<file path="src/rtl/core/u8dec_pkg.sv">
// shared types, constants and helpers for the lenient utf-8 stream decoder
package u8dec_pkg;

	localparam int unsigned CP_W = 31;

	localparam logic [CP_W-1:0] REPL_RESET = CP_W'(63);

	localparam logic [7:0] ASCII_LIMIT = 8'h80;
	localparam logic [7:0] CONT_LIMIT  = 8'hc0;
	localparam logic [7:0] LEAD_MIN    = 8'hc2;
	localparam logic [7:0] LEAD_3      = 8'he0;
	localparam logic [7:0] LEAD_4      = 8'hf0;
	localparam logic [7:0] LEAD_5      = 8'hf8;
	localparam logic [7:0] LEAD_6      = 8'hfc;
	localparam logic [7:0] LEAD_BAD    = 8'hfe;

	localparam logic [7:0] MIN_3     = 8'ha0;
	localparam logic [7:0] MIN_4     = 8'h90;
	localparam logic [7:0] MIN_5     = 8'h88;
	localparam logic [7:0] MIN_6     = 8'h84;
	localparam logic [7:0] MIN_PLAIN = 8'h80;

	typedef struct packed {
		logic [7:0] in_byte;
		logic       end_of_string;
	} u8dec_in_t;

	typedef struct packed {
		logic [CP_W-1:0] code_point;
		logic            was_invalid;
		logic            last_of_run;
	} u8dec_out_t;

	// lowest legal second byte for a given lead (overlong rejection)
	function automatic logic [7:0] second_min(input logic [7:0] lead);
		logic [7:0] m;
		unique case (lead)
			LEAD_3:  m = MIN_3;
			LEAD_4:  m = MIN_4;
			LEAD_5:  m = MIN_5;
			LEAD_6:  m = MIN_6;
			default: m = MIN_PLAIN;
		endcase
		return m;
	endfunction

endpackage

</file>
<file path="src/rtl/core/utf8_lenient_stream_decoder_core.sv">
// lenient utf-8 byte stream decoder, one byte per word in, one code point per word out
// path: input register, combinational decode step, then the result register
// throughput: one byte per cycle while the output is not stalled; a byte that ends a
//   cut-short sequence gives two results, which take turns on the single output port
// reset: arst_n clears the pipeline, the decode state and sets the replacement to '?'
module utf8_lenient_stream_decoder_core (
	input  logic                  clk,
	input  logic                  arst_n,
	input  logic                  byte_valid,
	output logic                  byte_stall,
	input  u8dec_pkg::u8dec_in_t  byte_data,
	output logic                  cp_valid,
	input  logic                  cp_stall,
	output u8dec_pkg::u8dec_out_t cp_data,
	input  logic                  cfg_we,
	input  logic [u8dec_pkg::CP_W-1:0] cfg_data
);
	import u8dec_pkg::*;

	logic [CP_W-1:0] repl_q;

	// input register
	logic            valid_s1;
	u8dec_in_t       data_s1;

	// decode state
	logic [2:0]      rem_q;
	logic [CP_W-1:0] acc_q;
	logic [7:0]      lead_q;
	logic            second_q;
	logic            bad_q;

	// result register, up to two results, head always in slot 0
	logic [1:0]      cnt_s2;
	u8dec_out_t      res0_s2;
	u8dec_out_t      res1_s2;

	// step outputs
	logic [1:0]      step_n;
	u8dec_out_t      step_r0;
	u8dec_out_t      step_r1;
	logic [2:0]      rem_d;
	logic [CP_W-1:0] acc_d;
	logic [7:0]      lead_d;
	logic            second_d;
	logic            bad_d;

	logic            pop;
	logic            s2_free;
	logic            adv_s1;

	always_comb begin
		logic [7:0]      b;
		logic            eos;
		logic [7:0]      minv;
		logic            bad_n;
		logic [CP_W-1:0] acc_n;
		logic [2:0]      rem_n;
		logic            cut;
		logic            lead_has;
		u8dec_out_t      lead_res;

		b        = data_s1.in_byte;
		eos      = data_s1.end_of_string;
		step_n   = 2'd0;
		step_r0  = '{code_point: repl_q, was_invalid: 1'b1, last_of_run: 1'b1};
		step_r1  = step_r0;
		rem_d    = rem_q;
		acc_d    = acc_q;
		lead_d   = lead_q;
		second_d = second_q;
		bad_d    = bad_q;
		minv     = second_q ? second_min(lead_q) : MIN_PLAIN;
		bad_n    = bad_q | (b >= CONT_LIMIT) | (b < minv);
		acc_n    = {acc_q[CP_W-7:0], b[5:0]};
		rem_n    = rem_q - 3'd1;
		cut      = 1'b0;
		lead_has = 1'b0;
		lead_res = step_r0;

		if (rem_q != 3'd0 && b[7]) begin
			// continuation position
			if (rem_n == 3'd0 || eos) begin
				step_n = 2'd1;
				if (rem_n == 3'd0 && !bad_n) begin
					step_r0 = '{code_point: acc_n, was_invalid: 1'b0, last_of_run: 1'b1};
				end
				rem_d    = 3'd0;
				acc_d    = '0;
				lead_d   = '0;
				second_d = 1'b0;
				bad_d    = 1'b0;
			end else begin
				rem_d    = rem_n;
				acc_d    = acc_n;
				second_d = 1'b0;
				bad_d    = bad_n;
			end
		end else begin
			// top bit clear while pending closes the sequence first
			if (rem_q != 3'd0) begin
				cut      = 1'b1;
				step_r0  = '{code_point: repl_q, was_invalid: 1'b1, last_of_run: 1'b0};
				rem_d    = 3'd0;
				acc_d    = '0;
				lead_d   = '0;
				second_d = 1'b0;
				bad_d    = 1'b0;
			end
			priority if (b < ASCII_LIMIT) begin
				lead_has = 1'b1;
				lead_res = '{code_point: CP_W'(b), was_invalid: 1'b0, last_of_run: 1'b1};
			end else if (b < LEAD_MIN || b >= LEAD_BAD || eos) begin
				lead_has = 1'b1;
			end else begin
				priority if (b < LEAD_3) begin
					rem_d = 3'd1;
					acc_d = CP_W'(b[4:0]);
				end else if (b < LEAD_4) begin
					rem_d = 3'd2;
					acc_d = CP_W'(b[3:0]);
				end else if (b < LEAD_5) begin
					rem_d = 3'd3;
					acc_d = CP_W'(b[2:0]);
				end else if (b < LEAD_6) begin
					rem_d = 3'd4;
					acc_d = CP_W'(b[1:0]);
				end else begin
					rem_d = 3'd5;
					acc_d = CP_W'(b[0]);
				end
				lead_d   = b;
				second_d = 1'b1;
				bad_d    = 1'b0;
			end
			if (cut) begin
				step_r1 = lead_res;
				step_n  = 2'd2;
			end else begin
				step_r0 = lead_res;
				step_n  = lead_has ? 2'd1 : 2'd0;
			end
		end
	end

	assign pop        = cp_valid & ~cp_stall;
	assign s2_free    = (cnt_s2 == 2'd0) || (cnt_s2 == 2'd1 && pop);
	assign adv_s1     = valid_s1 & (s2_free | (step_n == 2'd0));
	assign byte_stall = valid_s1 & ~adv_s1;
	assign cp_valid   = cnt_s2 != 2'd0;
	assign cp_data    = res0_s2;

	always_ff @(posedge clk or negedge arst_n) begin
		if (!arst_n) begin
			repl_q <= REPL_RESET;
		end else if (cfg_we) begin
			repl_q <= cfg_data;
		end
	end

	always_ff @(posedge clk or negedge arst_n) begin
		if (!arst_n) begin
			valid_s1 <= 1'b0;
		end else if (!byte_stall) begin
			valid_s1 <= byte_valid;
		end
	end

	always_ff @(posedge clk) begin
		if (byte_valid && !byte_stall) begin
			data_s1 <= byte_data;
		end
	end

	always_ff @(posedge clk or negedge arst_n) begin
		if (!arst_n) begin
			rem_q    <= '0;
			acc_q    <= '0;
			lead_q   <= '0;
			second_q <= 1'b0;
			bad_q    <= 1'b0;
		end else if (adv_s1) begin
			rem_q    <= rem_d;
			acc_q    <= acc_d;
			lead_q   <= lead_d;
			second_q <= second_d;
			bad_q    <= bad_d;
		end
	end

	always_ff @(posedge clk or negedge arst_n) begin
		if (!arst_n) begin
			cnt_s2 <= '0;
		end else if (adv_s1 && step_n != 2'd0) begin
			cnt_s2 <= step_n;
		end else if (pop) begin
			cnt_s2 <= cnt_s2 - 2'd1;
		end
	end

	always_ff @(posedge clk) begin
		if (adv_s1 && step_n != 2'd0) begin
			res0_s2 <= step_r0;
			res1_s2 <= step_r1;
		end else if (pop) begin
			res0_s2 <= res1_s2;
		end
	end

endmodule

</file>
<file path="config.mk">
export PLATFORM = sky130hd
export DESIGN_NAME = utf8_lenient_stream_decoder_core
export DESIGN_NICKNAME = d
export VERILOG_FILES = /design/src/rtl/core/u8dec_pkg.sv /design/src/rtl/core/utf8_lenient_stream_decoder_core.sv
export SDC_FILE = /design/constraint.sdc
export NUM_CORES = 1
export LEC_CHECK = 0
export BUFFER_PORTS_ARGS = -buffer_cell sky130_fd_sc_hd__buf_2
export CAP_MARGIN = 25
export CORE_MARGIN = 5
export CORE_UTILIZATION = 45
export CTS_BUF_LIST = sky130_fd_sc_hd__clkbuf_8
export DETAILED_ROUTE_END_ITERATION = 12
export GPL_ROUTABILITY_DRIVEN = 0
export PLACE_DENSITY_LB_ADDON = 0.05
export SYNTH_ARGS = -nofsm -noshare
export SYNTH_HDL_FRONTEND = slang
export SYNTH_SLANG_ARGS = --single-unit
</file>
<file path="constraint.sdc">
create_clock -name clk -period 5.3 [get_ports clk]
set_input_delay 1.59 -clock clk [delete_from_list [all_inputs] [get_ports clk]]
set_output_delay 1.59 -clock clk [all_outputs]
set_load 0.005 [all_outputs]
</file>
Yosys cells after proc, flatten, opt, wreduce, memory -nomap -nowiden
Cells that the tools add are included.
Operators by class
  multiplexer cells: 55
  $mul: 0
  reductions and logical operators: 20
  order comparisons: 9
  shift operators: 0
  equality and inequality tests: 6
  add/sub/neg operators: 2
  divide/modulo/power cells: 0
  bitwise gates (word level): 9
Operators by type and width (count)
  $mux 33: 9
  $mux 31: 5
  $lt 8x8->1 const B: 6
  $mux 8: 6
  $eq 8x8->1 const B: 4
  $mux 3: 9
  $pmux 6 s4: 1
  $mux 1: 18
  $ge 8x8->1 const B: 2
  $mux 2: 5
  $lt 8x8->1: 1
  $reduce_bool 2->1: 3
  $logic_and 1x1->1: 5
  $mux 5: 1
  $logic_not 2->1: 2
  $logic_or 1x1->1: 4
  $mux 4: 1
  $and 1x1->1: 3
  $logic_not 3->1: 1
  $not 1->1: 3
  $or 1x1->1: 3
  $reduce_bool 3->1: 1
  $sub 3x1->3 const B: 1
  $eq 2x1->1 const B: 1
  other kinds (5): 6
Storage, ports and cells
  memories kept: 0
  memory bits (read-only): 0
  flip-flop bits (word level): 153
  bits in writable memories: 0
  latch bits: 0
  word-level logic and storage cells: 117

Longest topological paths before layout
  word-level depth: 16
  gate-level depth with buffers: 12
  gate-level depth less buffers: 10

Worst setup path after synthesis
OpenSTA, ideal clock, no wires.
  kind: input port to flip-flop
  start point: in cp_stall
  end point: reg res0_s2, in the netlist cp_data[23], data pin
  required time: 4.982 ns
  slack: 1.503 ns
  buffers on the path: 2
  data arrival time: 3.479 ns
  cell stages on the path: 6
  cells stage by stage: o21ai_0 -> nand2_1 -> a21oi_1 -> buf_2 -> clkbuf_1 -> a21oi_1
Between the ends
  cells in the longest elaborated chain, start to end: 8
RTL lines
  start: declaration: line utf8_lenient_stream_decoder_core.sv:13  | input logic cp_stall,
  $not 1->1: line utf8_lenient_stream_decoder_core.sv:146  | assign pop = cp_valid & ~cp_stall;
  $and 1x1->1: line utf8_lenient_stream_decoder_core.sv:146
  $logic_and 1x1->1: line utf8_lenient_stream_decoder_core.sv:147  | assign s2_free = (cnt_s2 == 2'd0) || (cnt_s2 == 2'd1 && pop);
  $logic_or 1x1->1: line utf8_lenient_stream_decoder_core.sv:147
  $or 1x1->1: line utf8_lenient_stream_decoder_core.sv:148  | assign adv_s1 = valid_s1 & (s2_free | (step_n == 2'd0));
  $and 1x1->1: line utf8_lenient_stream_decoder_core.sv:148
  $logic_and 1x1->1: line utf8_lenient_stream_decoder_core.sv:202  | if (adv_s1 && step_n != 2'd0) begin
  $mux 33: line utf8_lenient_stream_decoder_core.sv:202
  end signal: assignment: line utf8_lenient_stream_decoder_core.sv:203  | res0_s2 <= step_r0;
  end signal: assignment: line utf8_lenient_stream_decoder_core.sv:206  | res0_s2 <= res1_s2;
  end: declaration: line utf8_lenient_stream_decoder_core.sv:35  | u8dec_out_t res0_s2;
No other way between the ends.
A chain may end at the register's enable or synchronous reset.

Worst setup path in the final report
  start point: reg data_s1[4] (netlist name)
  end point: out byte_stall
Between the ends
  cells in the longest elaborated chain, start to end: 14
RTL lines
  start: declaration: line utf8_lenient_stream_decoder_core.sv:24  | u8dec_in_t data_s1;
  start signal: assignment: line utf8_lenient_stream_decoder_core.sv:171  | data_s1 <= byte_data;
  $lt 8x8->1 / $ge 8x8->1 (equally long branches): line utf8_lenient_stream_decoder_core.sv:113  | end else if (b < LEAD_MIN || b >= LEAD_BAD || eos) begin
  $logic_or 1x1->1 (2 in a row): line utf8_lenient_stream_decoder_core.sv:113
  $mux 1: line utf8_lenient_stream_decoder_core.sv:113
  $mux 1 (*): line utf8_lenient_stream_decoder_core.sv:110  | priority if (b < ASCII_LIMIT) begin
  $mux 1 (*): line utf8_lenient_stream_decoder_core.sv:81  | if (rem_q != 3'd0 && b[7]) begin
  $mux 1 (*): line utf8_lenient_stream_decoder_core.sv:141  | step_n = lead_has ? 2'd1 : 2'd0;
  $mux 2 (*): line utf8_lenient_stream_decoder_core.sv:136  | if (cut) begin
  $mux 2 (*): line utf8_lenient_stream_decoder_core.sv:81
  $logic_not 2->1 (*): line utf8_lenient_stream_decoder_core.sv:148
  $or 1x1->1 (*): line utf8_lenient_stream_decoder_core.sv:148
  $and 1x1->1 (*): line utf8_lenient_stream_decoder_core.sv:148
  $not 1->1 (*): line utf8_lenient_stream_decoder_core.sv:149  | assign byte_stall = valid_s1 & ~adv_s1;
  $and 1x1->1 (*): line utf8_lenient_stream_decoder_core.sv:149
  end: declaration: line utf8_lenient_stream_decoder_core.sv:10  | output logic byte_stall,
Mark *: on every way between the ends. The rest lies on a longest branch, timed or not. The select of a mux whose other input is x is not followed.

==> results.toml <==
[global_route]
grt_start_max_net_pins = 96
grt_pass1_wl_um = 21400
antenna_found_initial = 0
grt_pass1_vias = 4093
grt_overflow = 0
track_usage_pct = 16.9

[flow_run]
cap_violations = 0

[logic_synthesis]
syn_area_sq_mm = 0.00629
yosys_register_bits = 146
netlist_instances = 483
synth_area_leaders = "edfxtp_1 (35%), dfrtp_1 (26%), mux2_2 (6.8%)"
mappedNetlistNets = 536
synth_common_cells = "edfxtp_1 (74), dfrtp_1 (66), a21oi_1 (46)"
synth_sequential_area_ratio_pct = 64.1
synth_edf_count = 74
synth.distinct_cells = 47
synth_top_cell_by_area = "edfxtp_1"
ys_warn_count = 0
synthFlopType = "edfxtp_1"
synth_top_area_share_pct = 35.3
yosysMostFrequentCell = "edfxtp_1"
synthArstFlopShare_pct = 49.3
syn_avg_cell_area_sq_um = 13.0

[timing]
finalClockSkew_ps = 13.2
rsz0062_at_grt = "no"
fmax_mhz = 257
finalMaxSlewViolations = 0
setup_violations = 0
slew_headroom_pct = 32.9
tightest_slew_ps = 1010
finalCritPeriodShare_pct = 73.4
min_period_ps = 3890
setup_slack_ps = 1410
final_hold_viol_count = 0
tns_ps = 0

[worst_setup_path]
cp_slowest_stage_delay_ps = 590
worst_ep_arrival_time_ps = 2300
criticalPathCategory = "flop to output pin"
critPathRequiredTime_ps = 3710
path_max_fanout = 10
cp-end-kind = "output pin"
critPathLaunchType = "flop"
cpLargestDelayFamily = "compound AO/OA/AOI/OAI gates"
cp_slowest_cell = "edfxtp_1"
worstPathCellList = "nor4_1 -> a211oi_1 -> a21o_1 -> a211o_1 -> inv_1 -> buf_2"
cp_num_buf_inv = 2

[clocking]
hold_buffers = 0
clk_path_buf_depth = 2
insertion_delay_ps = 440
cts.sinks = 146
clock-root-buffer = "clkbuf_8"
cts_inserted_buffers = 17
clk_pin_slew_ps = 70
cts_max_level = 4
post-cts-setup-buffer-count = 0
cts_resized = 0
cts_tree = "yes"

[routing]
drtAntennaViolNets = 0
route.detailed.drc = 0
wirelength_um = 13200
viasPerCell = 5.40
num_vias = 4051
drt-initial-drc-count = 307
first_pass_iters = 4
wl_per_cell_um = 17.6

[place]
placedCellCount = 718
numPortBuffers = 79
place_ws_ps = 1490
dp_hpwl_um = 8500

[power_and_ir_drop]
p_leak_nw = 3.01
p_clk_share_pct = 19.0
p_switching_mw = 1.44
peakVddDrop_mv = 0.516
power_frac_seq_pct = 48.0
power_per_cell_area_mw_per_mm2 = 570
p_sw_share_pct = 35.1
intPower_mw = 2.66
p_comb_share_pct = 33.1

[floorplanning]
die-area_sq_mm = 0.0164
die_h_um = 128
start_util_pct = 45.7
rows = 43
placeableCoreArea_sq_mm = 0.0138
pin_count = 80
die_w_um = 128

[finish]
syn2layout_area_growth_pct = 14.3
instances_no_fill = 750
drive_gt1_share_pct = 28.1
antenna_cells = 0
nets = 610

[status]
outcome = "complete, no violations"

[hold_path]
min-delay-path-class = "flop to flop"
[path summary, 6_finish.rpt]
| check | start | end | slack, ps | cells after the start |
|---|---|---|---|---|
| max | data_s1[4] | byte_stall | 1410 | 6 |
| min | lead_q[6] | lead_q[6] | 480 | 1 |
| max reg2reg | lead_q[2] | cp_data[7] | 2030 | 10 |
| min reg2reg | lead_q[6] | lead_q[6] | 480 | 1 |
| max in group asynchronous | arst_n | repl_q[13] | 3080 | 2 |
| min in group asynchronous | arst_n | lead_q[3] | 1120 | 1 |
[power groups by stage]
stage	clock [mW]	sequential [mW]	combinational, mW
finish	0.777	1.97	1.35
global route	0.850	2.02	1.53
CTS	0.798	1.98	1.38
detailed placement	0	2.00	1.38
global placement	0	1.98	1.36
floorplan	0	1.91	0.989
[placed cells by master, fill, tap and decap left out, drive strengths merged, types with 3 or more instances in the layout]
master / instances
o21ai: 12
a21o: 4
a32o: 3
mux2: 38
nand2: 16
ha: 8
edfxtp: 74
nand2b: 7
nand4: 3
dfstp: 6
a22oi: 24
clkinv: 4
mux2i: 7
nor2: 41
and2: 27
inv: 19
a22o: 30
a21oi: 46
dfrtp: 66
clkbuf: 23
buf: 83
[flip-flops by register name, indices dropped and copies added, names as in the netlist, 2 cells and up]
register and flops:
acc_q 25, repl_q 31, cp_data 33, data_s1 9, rem_q 3, cnt_s2 2
res1_s2 32, lead_q 8
[cells by family (layout without fill, tap and decap cells)]
| logic type | after synthesis | in the layout | synth area share [%] |
|---|---|---|---|
| flops | 146 | 146 | 64.1 |
| compound gates | 132 | 132 | 14.2 |
| simple gates | 109 | 109 | 8.89 |
| mux | 45 | 45 | 7.92 |
| buf+inv | 42 | 129 | 3.10 |
| fa+ha+maj | 8 | 8 | 1.59 |
| xor+xnor | 1 | 1 | 0.139 |
[through the flow]
step	utilization, %	hold slack, ps	cell area [sq um]	power [mW]
after floorplan	-	449	6290	2.90
after global placement	49.4	466	6800	3.34
after detailed placement	49.6	467	6830	3.37
after CTS	52.2	486	7190	4.16
after global routing	52.2	510	7190	4.40
final	52.2	480	7190	4.10
[per-layer routing]
layer  routed length, um  GRT usage [%]  vias up
li1                    -              -     1949
met1                5890           21.9     2013
met2                6620           27.7       78
met3                 514           4.63       11
met4                 202           5.56        0
met5                   0              0        -
[worst reg2reg max path, delay by kind of cell, from the launching register on]
family	cells	cell delay [ps]
fa+ha+maj	1	310
simple gates	5	1360
compound gates	3	650
flops	1	390
mux	1	270
[cell type report]
class,count,area (sq um)
multi-input cells,295,2080
fillers,1247,6590
flip-flops and latches,146,4030
clock buffers,23,317
clock inverters,9,41.3
well taps,180,225
inverters,14,52.6
repair buffers,83,445
Power figures use the tool's default switching activity.
